## src/rtl/cftad_pkg.sv

```systemverilog
// ----------------------------------------------------------------------------
// cftad_pkg
// Shared types and constants for the CAN frame timing anomaly detector.
// ----------------------------------------------------------------------------
package cftad_pkg;

  localparam logic [1:0] OpLoad  = 2'd0;
  localparam logic [1:0] OpFrame = 2'd1;
  localparam logic [1:0] OpCheck = 2'd2;

  localparam logic [3:0] FlagUnknown = 4'b0001;
  localparam logic [3:0] FlagLength  = 4'b0010;
  localparam logic [3:0] FlagEarly   = 4'b0100;
  localparam logic [3:0] FlagMissing = 4'b1000;

  localparam logic KindVerdict = 1'b0;
  localparam logic KindMissing = 1'b1;

  localparam int MaxReports = 16;
  localparam int CntW       = $clog2(MaxReports + 1);

  typedef struct packed {
    logic [28:0] id;
    logic [3:0]  len;
    logic [31:0] period;
    logic [31:0] tol;
  } profile_t;

  typedef enum logic [3:0] {
    ST_IDLE,
    ST_FRD,
    ST_FCHK,
    ST_GAP,
    ST_MING,
    ST_FCMP,
    ST_TRD,
    ST_TCHK,
    ST_ADD1,
    ST_ADD2,
    ST_TCMP,
    ST_TPUSH,
    ST_EMIT
  } state_e;

endpackage

```

## src/rtl/can_frame_timing_anomaly_detector.sv

```systemverilog
// ----------------------------------------------------------------------------
// can_frame_timing_anomaly_detector
// Profile table with frame verdicts and timeout scans on one shared adder.
// ----------------------------------------------------------------------------
// A frame request walks the profile table from slot 0, each slot a registered
// table read, then an identifier compare; a hit adds the gap, minimum gap and
// compare steps and hands the verdict to the output register once free. A
// timeout check walks the slots until the last one or MaxReports reports: a
// slot that cannot time out takes a read and a check, one that can adds the
// period and tolerance sums and a compare, and each report is handed over
// once the output is free. The steps come from the single 64-bit adder shared
// by all time arithmetic and the profile table's one read port. The input is
// stalled while a request is worked on; a finished result waits in the output
// register without blocking the next request.
module can_frame_timing_anomaly_detector import cftad_pkg::*; #(
  parameter int PROFILE_SLOTS = 16
) (
  input  logic        clk_i,
  input  logic        rst_ni,
  input  logic        in_valid_i,
  output logic        in_stall_o,
  input  logic [1:0]  operation_i,
  input  logic [3:0]  slot_i,
  input  logic [28:0] message_id_i,
  input  logic [3:0]  length_code_i,
  input  logic [63:0] time_us_i,
  input  logic [31:0] period_us_i,
  input  logic [31:0] tolerance_us_i,
  output logic        out_valid_o,
  input  logic        out_stall_i,
  output logic        report_kind_o,
  output logic [28:0] report_id_o,
  output logic [3:0]  anomaly_flags_o,
  output logic [63:0] report_time_us_o,
  output logic        last_of_run_o
);

  localparam int IdxW = (PROFILE_SLOTS > 1) ? $clog2(PROFILE_SLOTS) : 1;
  localparam logic [IdxW-1:0] IdxLast = IdxW'(PROFILE_SLOTS - 1);

  state_e st_q, st_d;

  logic [IdxW-1:0] idx_q, idx_d;
  logic [CntW-1:0] cnt_q;
  logic [28:0]     id_q;
  logic [3:0]      len_q;
  logic [63:0]     t_q;
  logic [63:0]     acc_q;
  logic [31:0]     mg_q;

  logic [PROFILE_SLOTS-1:0] valid_q, seen_q, miss_q;

  profile_t    prof_mem [PROFILE_SLOTS];
  logic [63:0] time_mem [PROFILE_SLOTS];
  profile_t    rd_prof_q;
  logic [63:0] rd_time_q;

  logic        pend_valid_q;
  logic        pend_kind_q;
  logic [28:0] pend_id_q;
  logic [3:0]  pend_flags_q;

  logic        out_valid_q;
  logic        out_kind_q;
  logic [28:0] out_id_q;
  logic [3:0]  out_flags_q;
  logic [63:0] out_time_q;
  logic        out_last_q;

  logic        in_fire, out_free, prof_we;
  logic [IdxW-1:0] wr_slot;
  logic        idx_last, id_match, elig, late, cap_first;
  logic [3:0]  frame_flags;

  logic [63:0] op_a, op_b;
  logic        op_cin;
  logic [64:0] sum;

  logic        acc_ld, mg_ld, time_we, frame_mark, miss_set, cnt_inc;
  logic        pend_ld, pend_clr, push, push_last;
  logic        pend_kind_d;
  logic [28:0] pend_id_d;
  logic [3:0]  pend_flags_d;

  assign in_stall_o = (st_q != ST_IDLE);
  assign in_fire    = in_valid_i && !in_stall_o;
  assign out_free   = !out_valid_q || !out_stall_i;
  assign prof_we    = in_fire && (operation_i == OpLoad) && (32'(slot_i) < PROFILE_SLOTS);
  assign wr_slot    = IdxW'(slot_i);

  assign idx_last  = (idx_q == IdxLast);
  assign id_match  = valid_q[idx_q] && (rd_prof_q.id == id_q);
  assign elig      = valid_q[idx_q] && (rd_prof_q.period != '0) && seen_q[idx_q]
                     && !miss_q[idx_q];
  assign late      = sum[64];
  assign cap_first = ((cnt_q + CntW'(1)) == CntW'(MaxReports));

  assign frame_flags = ((len_q != rd_prof_q.len) ? FlagLength : 4'b0000)
                     | (((rd_prof_q.period != '0) && seen_q[idx_q] && !sum[64])
                        ? FlagEarly : 4'b0000);

  // shared adder operand select
  always_comb begin
    op_a   = t_q;
    op_b   = '0;
    op_cin = 1'b0;
    case (st_q)
      ST_GAP: begin
        op_b   = ~rd_time_q;
        op_cin = 1'b1;
      end
      ST_MING: begin
        op_a   = {32'h0, rd_prof_q.period};
        op_b   = {32'h0, ~rd_prof_q.tol};
        op_cin = 1'b1;
      end
      ST_FCMP: begin
        op_a   = acc_q;
        op_b   = {32'hFFFF_FFFF, ~mg_q};
        op_cin = 1'b1;
      end
      ST_ADD1: begin
        op_a = rd_time_q;
        op_b = {32'h0, rd_prof_q.period};
      end
      ST_ADD2: begin
        op_a = acc_q;
        op_b = {32'h0, rd_prof_q.tol};
      end
      ST_TCMP: begin
        op_b = ~acc_q;
      end
      default: begin
        op_b = '0;
      end
    endcase
  end

  assign sum = {1'b0, op_a} + {1'b0, op_b} + {64'h0, op_cin};

  // next state
  always_comb begin
    st_d = st_q;
    case (st_q)
      ST_IDLE: begin
        if (in_fire && operation_i == OpFrame) st_d = ST_FRD;
        else if (in_fire && operation_i == OpCheck) st_d = ST_TRD;
      end
      ST_FRD:  st_d = ST_FCHK;
      ST_FCHK: begin
        if (id_match) st_d = ST_GAP;
        else if (idx_last) st_d = ST_EMIT;
        else st_d = ST_FRD;
      end
      ST_GAP:  st_d = ST_MING;
      ST_MING: st_d = ST_FCMP;
      ST_FCMP: st_d = ST_EMIT;
      ST_TRD:  st_d = ST_TCHK;
      ST_TCHK: begin
        if (elig) st_d = ST_ADD1;
        else if (idx_last) st_d = pend_valid_q ? ST_EMIT : ST_IDLE;
        else st_d = ST_TRD;
      end
      ST_ADD1: st_d = ST_ADD2;
      ST_ADD2: st_d = ST_TCMP;
      ST_TCMP: begin
        if (late) begin
          if (pend_valid_q) st_d = ST_TPUSH;
          else if (cap_first || idx_last) st_d = ST_EMIT;
          else st_d = ST_TRD;
        end else if (idx_last) begin
          st_d = pend_valid_q ? ST_EMIT : ST_IDLE;
        end else begin
          st_d = ST_TRD;
        end
      end
      ST_TPUSH: begin
        if (out_free) begin
          if (cnt_q == CntW'(MaxReports) || idx_last) st_d = ST_EMIT;
          else st_d = ST_TRD;
        end
      end
      ST_EMIT: begin
        if (out_free) st_d = ST_IDLE;
      end
      default: st_d = ST_IDLE;
    endcase
  end

  // sequencer outputs
  always_comb begin
    acc_ld       = 1'b0;
    mg_ld        = 1'b0;
    time_we      = 1'b0;
    frame_mark   = 1'b0;
    miss_set     = 1'b0;
    cnt_inc      = 1'b0;
    pend_ld      = 1'b0;
    pend_clr     = 1'b0;
    push         = 1'b0;
    push_last    = 1'b0;
    pend_kind_d  = KindMissing;
    pend_id_d    = rd_prof_q.id;
    pend_flags_d = FlagMissing;
    case (st_q)
      ST_FCHK: begin
        if (!id_match && idx_last) begin
          pend_ld      = 1'b1;
          pend_kind_d  = KindVerdict;
          pend_id_d    = id_q;
          pend_flags_d = FlagUnknown;
        end
      end
      ST_GAP:  acc_ld = 1'b1;
      ST_MING: mg_ld  = 1'b1;
      ST_FCMP: begin
        time_we      = 1'b1;
        frame_mark   = 1'b1;
        pend_ld      = 1'b1;
        pend_kind_d  = KindVerdict;
        pend_id_d    = id_q;
        pend_flags_d = frame_flags;
      end
      ST_ADD1: acc_ld = 1'b1;
      ST_ADD2: acc_ld = 1'b1;
      ST_TCMP: begin
        if (late) begin
          miss_set = 1'b1;
          cnt_inc  = 1'b1;
          pend_ld  = !pend_valid_q;
        end
      end
      ST_TPUSH: begin
        if (out_free) begin
          push    = 1'b1;
          pend_ld = 1'b1;
        end
      end
      ST_EMIT: begin
        if (out_free) begin
          push      = 1'b1;
          push_last = 1'b1;
          pend_clr  = 1'b1;
        end
      end
      default: begin
        push = 1'b0;
      end
    endcase
  end

  always_comb begin
    idx_d = idx_q;
    if (st_q == ST_IDLE) idx_d = '0;
    else if (st_d == ST_FRD || st_d == ST_TRD) idx_d = idx_q + IdxW'(1);
  end

  always_ff @(posedge clk_i or negedge rst_ni) begin
    if (!rst_ni) begin
      st_q         <= ST_IDLE;
      idx_q        <= '0;
      cnt_q        <= '0;
      valid_q      <= '0;
      seen_q       <= '0;
      miss_q       <= '0;
      pend_valid_q <= 1'b0;
      out_valid_q  <= 1'b0;
    end else begin
      st_q  <= st_d;
      idx_q <= idx_d;
      if (st_q == ST_IDLE) cnt_q <= '0;
      else if (cnt_inc) cnt_q <= cnt_q + CntW'(1);
      if (prof_we) begin
        valid_q[wr_slot] <= 1'b1;
        seen_q[wr_slot]  <= 1'b0;
        miss_q[wr_slot]  <= 1'b0;
      end
      if (frame_mark) begin
        seen_q[idx_q] <= 1'b1;
        miss_q[idx_q] <= 1'b0;
      end
      if (miss_set) miss_q[idx_q] <= 1'b1;
      if (pend_ld) pend_valid_q <= 1'b1;
      else if (pend_clr) pend_valid_q <= 1'b0;
      if (push) out_valid_q <= 1'b1;
      else if (!out_stall_i) out_valid_q <= 1'b0;
    end
  end

  always_ff @(posedge clk_i) begin
    if (in_fire) begin
      id_q  <= message_id_i;
      len_q <= length_code_i;
      t_q   <= time_us_i;
    end
    if (acc_ld) acc_q <= sum[63:0];
    if (mg_ld) mg_q <= sum[32] ? sum[31:0] : '0;
    if (pend_ld) begin
      pend_kind_q  <= pend_kind_d;
      pend_id_q    <= pend_id_d;
      pend_flags_q <= pend_flags_d;
    end
    if (push) begin
      out_kind_q  <= pend_kind_q;
      out_id_q    <= pend_id_q;
      out_flags_q <= pend_flags_q;
      out_time_q  <= t_q;
      out_last_q  <= push_last;
    end
  end

  // profile and timestamp tables
  always_ff @(posedge clk_i) begin
    if (prof_we) begin
      prof_mem[wr_slot] <= '{id: message_id_i, len: length_code_i,
                             period: period_us_i, tol: tolerance_us_i};
    end
    rd_prof_q <= prof_mem[idx_q];
  end

  always_ff @(posedge clk_i) begin
    if (time_we) time_mem[idx_q] <= t_q;
    rd_time_q <= time_mem[idx_q];
  end

  assign out_valid_o      = out_valid_q;
  assign report_kind_o    = out_kind_q;
  assign report_id_o      = out_id_q;
  assign anomaly_flags_o  = out_flags_q;
  assign report_time_us_o = out_time_q;
  assign last_of_run_o    = out_last_q;

endmodule
```

## config.mk

```make
export PLATFORM = sky130hd
export DESIGN_NAME = can_frame_timing_anomaly_detector
export DESIGN_NICKNAME = d
export VERILOG_FILES = /design/src/rtl/cftad_pkg.sv /design/src/rtl/can_frame_timing_anomaly_detector.sv
export SDC_FILE = /design/constraint.sdc
export NUM_CORES = 2
export LEC_CHECK = 0
export ABC_AREA = 1
export BUFFER_PORTS_ARGS = -buffer_cell sky130_fd_sc_hd__buf_2
export CORE_AREA = 3 3 478 480
export CTS_CLUSTER_SIZE = 30
export DETAILED_ROUTE_END_ITERATION = 8
export DIE_AREA = 0 0 481 483
export HOLD_SLACK_MARGIN = 0.08
export PLACE_DENSITY_LB_ADDON = 0.1
export SLEW_MARGIN = 30
export SYNTH_ARGS = -nofsm -noshare
export SYNTH_HDL_FRONTEND = slang
export SYNTH_SLANG_ARGS = --single-unit
```

## constraint.sdc

```tcl
create_clock -name clk_i -period 21.9 [get_ports clk_i]
set_clock_uncertainty 0.05 [all_clocks]
set_input_delay 4.38 -clock clk_i [delete_from_list [all_inputs] [get_ports clk_i]]
set_output_delay 4.38 -clock clk_i [all_outputs]
set_load 0.05 [all_outputs]
```

## Yosys cells after proc, flatten, opt, wreduce, memory -nomap -nowiden

Memory sizes are Yosys's and may differ from the RTL's. A register that Yosys moved wholly into a read port is not among the register bits.
Index checks and enable logic that the tools add are counted.

| cells by class | value |
|---|---|
| $add $sub $neg | 4 |
| bitwise operators | 13 |
| eq/ne operators | 22 |
| reduce and logical (&&, ||, !) cells | 35 |
| mux-type cells | 63 |
| magnitude comparators | 4 |

Operators by type and width:

| cell | number |
|---|---|
| $pmux 64 s6 | 1 |
| $pmux 64 s3 | 1 |
| $not 64->64 | 2 |
| $mux 16 | 5 |
| $add 64x64->65 | 1 |
| $add 65x1->65 | 1 |
| $mux 4 | 16 |
| $not 32->32 | 2 |
| $pmux 29 s2 | 1 |
| $pmux 4 s13 | 1 |
| $and 16x16->16 | 3 |
| $or 16x16->16 | 3 |
| $not 16->16 | 2 |
| $reduce_bool 32->1 | 1 |
| $eq 29x29->1 | 1 |
| $mux 29 | 1 |
| $mux 1 | 25 |
| $eq 4x4->1 const B | 6 |
| $eq 4x3->1 const B | 5 |
| $logic_and 1x1->1 | 13 |
| $bmux 1 s4 | 3 |
| $eq 5x5->1 const B | 2 |
| $lt 4x5->1 const B | 2 |
| $mux 5 | 2 |
| other kinds (24) | 41 |

| word-level totals | value |
|---|---|
| flip-flop bits (word level) | 389 |
| word-level logic and storage cells | 164 |
| memories | 2 |
| RAM bits | 2576 |
| output and inout bits | 101 |
| input bits | 171 |

Memories:

| name | depth | bits a word | read ports | clocked after Yosys merged registers in | wr ports | line | text |
|---|---|---|---|---|---|---|---|
| prof_mem | 16 | 97 | 1 | 1 | 1 | can_frame_timing_anomaly_detector.sv:53 | `profile_t prof_mem [PROFILE_SLOTS];` |
| time_mem | 16 | 64 | 1 | 1 | 1 | can_frame_timing_anomaly_detector.sv:54 | `logic [63:0] time_mem [PROFILE_SLOTS];` |

## Longest topological paths before layout

| logic depth | value |
|---|---|
| depth after elaboration | 11 |
| depth in mapped cells | 32 |
| gate-level depth less buffers | 31 |

## Worst setup path after synthesis

No wires, ideal clock.

| timing | value |
|---|---|
| path kind | input to register |
| from | input out_stall_i |
| to | register out_flags_q[0], in the netlist anomaly_flags_o[0] (enable) |
| path slack | 9.738 ns |
| required time | 21.160 ns |
| buffers on the path | 0 |
| arrival time | 11.422 ns |
| setup time | 0.690 ns |
| stages | 3 |
| cell sequence | nand2_1 -> inv_1 -> o21ai_0 |

| on the way | value |
|---|---|
| word-level cells in the longest chain between the ends | 4 |

Ends and longest elaborated chain:

| what | line | text |
|---|---|---|
| start, declared | can_frame_timing_anomaly_detector.sv:30 | `input logic out_stall_i,` |
| $logic_not 1->1 | -- |  |
| $logic_or 1x1->1 | can_frame_timing_anomaly_detector.sv:87 | `assign out_free = !out_valid_q \|\| !out_stall_i;` |
| $mux 1 | can_frame_timing_anomaly_detector.sv:234, can_frame_timing_anomaly_detector.sv:240 |  |
| $mux 1 | -- |  |
| named net push | can_frame_timing_anomaly_detector.sv:80 | `logic pend_ld, pend_clr, push, push_last;` |
| end signal, assigned | can_frame_timing_anomaly_detector.sv:306 | `out_flags_q <= pend_flags_q;` |
| end, declared | can_frame_timing_anomaly_detector.sv:66 | `logic [3:0] out_flags_q;` |

The timed path passes the listed nets, and every way through them passes these cells.
A chain may end at the register's enable or synchronous reset.

## Worst setup path in the final report

| timing | value |
|---|---|
| from | register st_q[1] |
| to | output in_stall_o |

| on the way | value |
|---|---|
| word-level cells in the longest chain between the ends | 1 |

Ends and longest elaborated chain:

| what | line | text |
|---|---|---|
| start, declared | can_frame_timing_anomaly_detector.sv:41 | `state_e st_q, st_d;` |
| start signal, assigned | can_frame_timing_anomaly_detector.sv:269 | `st_q <= st_d;` |
| $reduce_bool 4->1 | can_frame_timing_anomaly_detector.sv:85 | `assign in_stall_o = (st_q != ST_IDLE);` |
| end, declared | can_frame_timing_anomaly_detector.sv:21 | `output logic in_stall_o,` |

Every way passes these cells.

==> results by group <==
Status
  • Status: complete, no violations

STA
  • Max Fclk: 0.134 GHz
  • Post-layout min period: 7480 ps
  • Max Transition Viols Final: 0
  • Slew margin rel.: 0.217
  • RSZ-0062 raised after global routing: no
  • Fin crit share: 0.342
  • Final Hold Vio Count: 0
  • Final worst slack: 14420 ps
  • Worst slew pin tran: 1170 ps
  • Count of final setup violators: 0
  • Setup_tns: 0 ps

Floorplan
  • I/O pins: 272
  • # rows: 174
  • Die W: 481 um
  • Core area: 0.225 mm^2
  • Die height: 483 um
  • Starting Density: 0.548
  • Die area: 0.232 mm^2

Detailed routing
  • DRT Pass-1 Iters: 6
  • WL/cell: 26.1 um
  • Final WL: 342000 um
  • Post-DRT Antenna Nets: 0
  • Vias: 79800
  • Drt drc: 0
  • Via-per-instance ratio: 6.08
  • 1st-iter DRT viols: 8775

Pwr
  • Sw frac: 0.354
  • Pleak: 47.2 nW
  • P per Cell Area: 133 mW/mm^2
  • Gate power share: 0.296
  • Part of the power in registers: 0.411
  • Cell-internal power: 0.0119 W
  • Switching pwr: 0.00652 W
  • Worst VDD drop: 0.000102 V
  • Clock power share: 0.294

Finish
  • Area grow syn2layout: 12.3%
  • Nets@finish: 10100
  • Fin cells: 13100
  • Layout cells sized above 1: 0.101
  • # fillers: 17400

Logic synthesis
  • Post-synth design cell area: 0.123 mm^2
  • Synth Area in XOR/XNOR: 0.00548
  • Synth Area in Compound Gates: 0.111
  • Synth Warn #: 0
  • Post-synthesis cell count: 9680
  • Synth Area in Adders: 0.00734
  • Area leader, netlist: edfxtp_1
  • Syn_area_per_cell: 12.7 um^2
  • Top cells by count, synth: 2900 x edfxtp_1, 1552 x nor2_1, 1360 x o21ai_0, 1190 x nand2_1, 675 x o22ai_1
  • Simple-gate share of the synthesized area: 0.0992
  • #FFs+latches synth: 3124
  • Sequential cell area fraction in the yosys report: 0.747
  • Syn nets: 9922
  • EDFF count, synth: 2900
  • Largest family of logic cells by synthesized area: compound AO/OA/AOI/OAI gates
  • Most used DFF post-synth: edfxtp_1
  • Mux share of post-synthesis cell area: 0.000183
  • Count leader, synth: edfxtp_1
  • Synth unique cells: 56
  • Area share of the largest cell type after synthesis: 0.708
  • Async SR Flop Fraction: 0.0202
  • Synth top area cells: edfxtp_1 71%, o21ai_0 5.5%, nor2_1 4.7%, nand2_1 3.6%, o22ai_1 3.4%

Setup path
  • Worst-path maximum fanout: 12
  • Worst-path cell chain: nor2_1 -> inv_2 -> nor2_1 -> inv_1 -> buf_2
  • Reg2Reg Launch Point: st_q[3]
  • Worst path max stage delay: 700 ps
  • Reg2reg end: pend_id_q[7]
  • Crit-path slowest cell: nor2_1
  • Cell mode on critical path: nor2_1
  • Reg-to-reg setup timing slack: 14600 ps
  • Kind of critical path: reg -> out
  • CP endpoint kind: primary output
  • R2r worst-path depth: 24
  • CP startpoint kind: flop
  • CP required: 17470 ps
  • Arrival time worst endpoint: 3050 ps

Place
  • I/O Buffers: 271
  • HPWL Detailed: 195000 um
  • Final weighted congestion in routability-driven placement: 0.959
  • Place WS: 14130 ps
  • Placed instance count: 12500

Clock network
  • Insertion delay of the later-clocked pin in the worst-skew pair: 970 ps
  • Cts bufs inserted: 333
  • CTS tree: yes
  • Clock tree sinks: 3124
  • CTS Hold Bufs: 0
  • Root Buffer: clkbuf_16
  • Clock slew seen by the registers of the worst setup and hold paths: 60 ps
  • H-tree depth reported by CTS: 5
  • Post-CTS sizing: 0
  • Post-CTS Setup Bufs: 0
  • CTS max path bufs: 4

Global routing
  • GR Overflow Total: 0
  • Antenna violations before repair: 27
  • Pin count of the biggest net entering global routing: 225
  • Tot GR Track Use: 0.290
  • First-pass GRT wire length: 505000 um
  • Number of global-route vias before repair: 76800

Min path
  • Hold WC Path Type: reg -> reg
  • Hold endpoint: report_id_o[18]
  • Hold Path Cell Cnt: 0
  • Hold path start: pend_id_q[18]

Run
  • Maxcap violations: 0
[routing by layer]
layer | global-route usage | share of wire
met1 | 0.410 | 0.41
met2 | 0.463 | 0.47
met5 | 0 | 0.00022
met4 | 0.102 | 0.036
met3 | 0.0412 | 0.074
[cell usage in the layout (no fill, tap or decap), drive strengths merged, types with 36 or more instances in the layout]
cell and n:
nand3 72, edfxtp 2900, dfxtp 161, xnor2 36, clkbuf 441, nand2 1210, clkinv 108, ha 69
a21oi 102, inv 379, nand4 175, nor2 1565, a22oi 37, o22ai 675, dfrtp 63, o221ai 63
buf 430, o21ai 1379, xor2 41
[state kept, by name (all words and copies together), names as in the netlist, 29 cells and up]
name,count
acc_q,64
report_id_o,29
prof_mem,1552
report_time_us_o,64
t_q,64
rd_time_q,64
pend_id_q,29
id_q,29
time_mem,1024
rd_prof_q,97
mg_q,32
[worst max-delay path by stage]
stage | startpoint | endpoint | slack, ps | depth (start not counted)
2_1_floorplan | out_stall_i | anomaly_flags_o[0] | 9740 | 3
3_5_place_dp | in_valid_i | miss_q[2] | 14130 | 12
6_report | st_q[1] | in_stall_o | 14420 | 5
3_3_place_gp | in_valid_i | miss_q[2] | 14170 | 12
4_1_cts | st_q[1] | in_stall_o | 14410 | 5
5_1_grt | st_q[3] | pend_id_q[6] | 14110 | 24
[critical path, delay by kind of cell (launching register included)]
family	cells	cell delay, ps
buffers and inverters	3	890
flip-flops	1	410
AND/OR/NAND/NOR	2	820
[stage by stage]
stage | util | hold WS, ps | instance area [um^2] | total power [W]
after CTS | 0.614 | 343 | 138000 | 0.0185
after detailed placement | 0.568 | 355 | 128000 | 0.0131
after global routing | 0.615 | 366 | 138000 | 0.0193
after global placement | 0.567 | 353 | 127000 | 0.0130
after floorplan | - | 350 | 123000 | 0.0111
final | 0.615 | 344 | 138000 | 0.0184
[area by class of cell]
cell class                 instances  area, um^2  share of cell area
clock buffer                     441        9020              0.0653
tap                             2992        3740              0.0271
inverter                         374        1450              0.0105
sequential                      3124       91900               0.665
antenna                           13        32.5            0.000235
timing repair buffer             430        2930              0.0212
clock inverter                   146        1410              0.0102
multi-input combinational       5604       27800               0.201
[power groups by stage]
stage	registers (W)	clock network (W)	logic [W]
after detailed placement	0.00769	0	0.00538
after global routing	0.00760	0.00573	0.00600
after global placement	0.00769	0	0.00529
final	0.00757	0.00542	0.00545
after CTS	0.00757	0.00550	0.00541
after floorplan	0.00754	0	0.00357
[logic make-up after synthesis]
family,count (synthesis)
AO/OA/AOI/OAI,2404
XOR/XNOR,77
adder cells (fa/ha/maj),71
buffers and inverters,952
flip-flops,3124
multiplexers,2
AND/OR/NAND/NOR,3050
No activity file was read; power rests on OpenSTA's default activity.
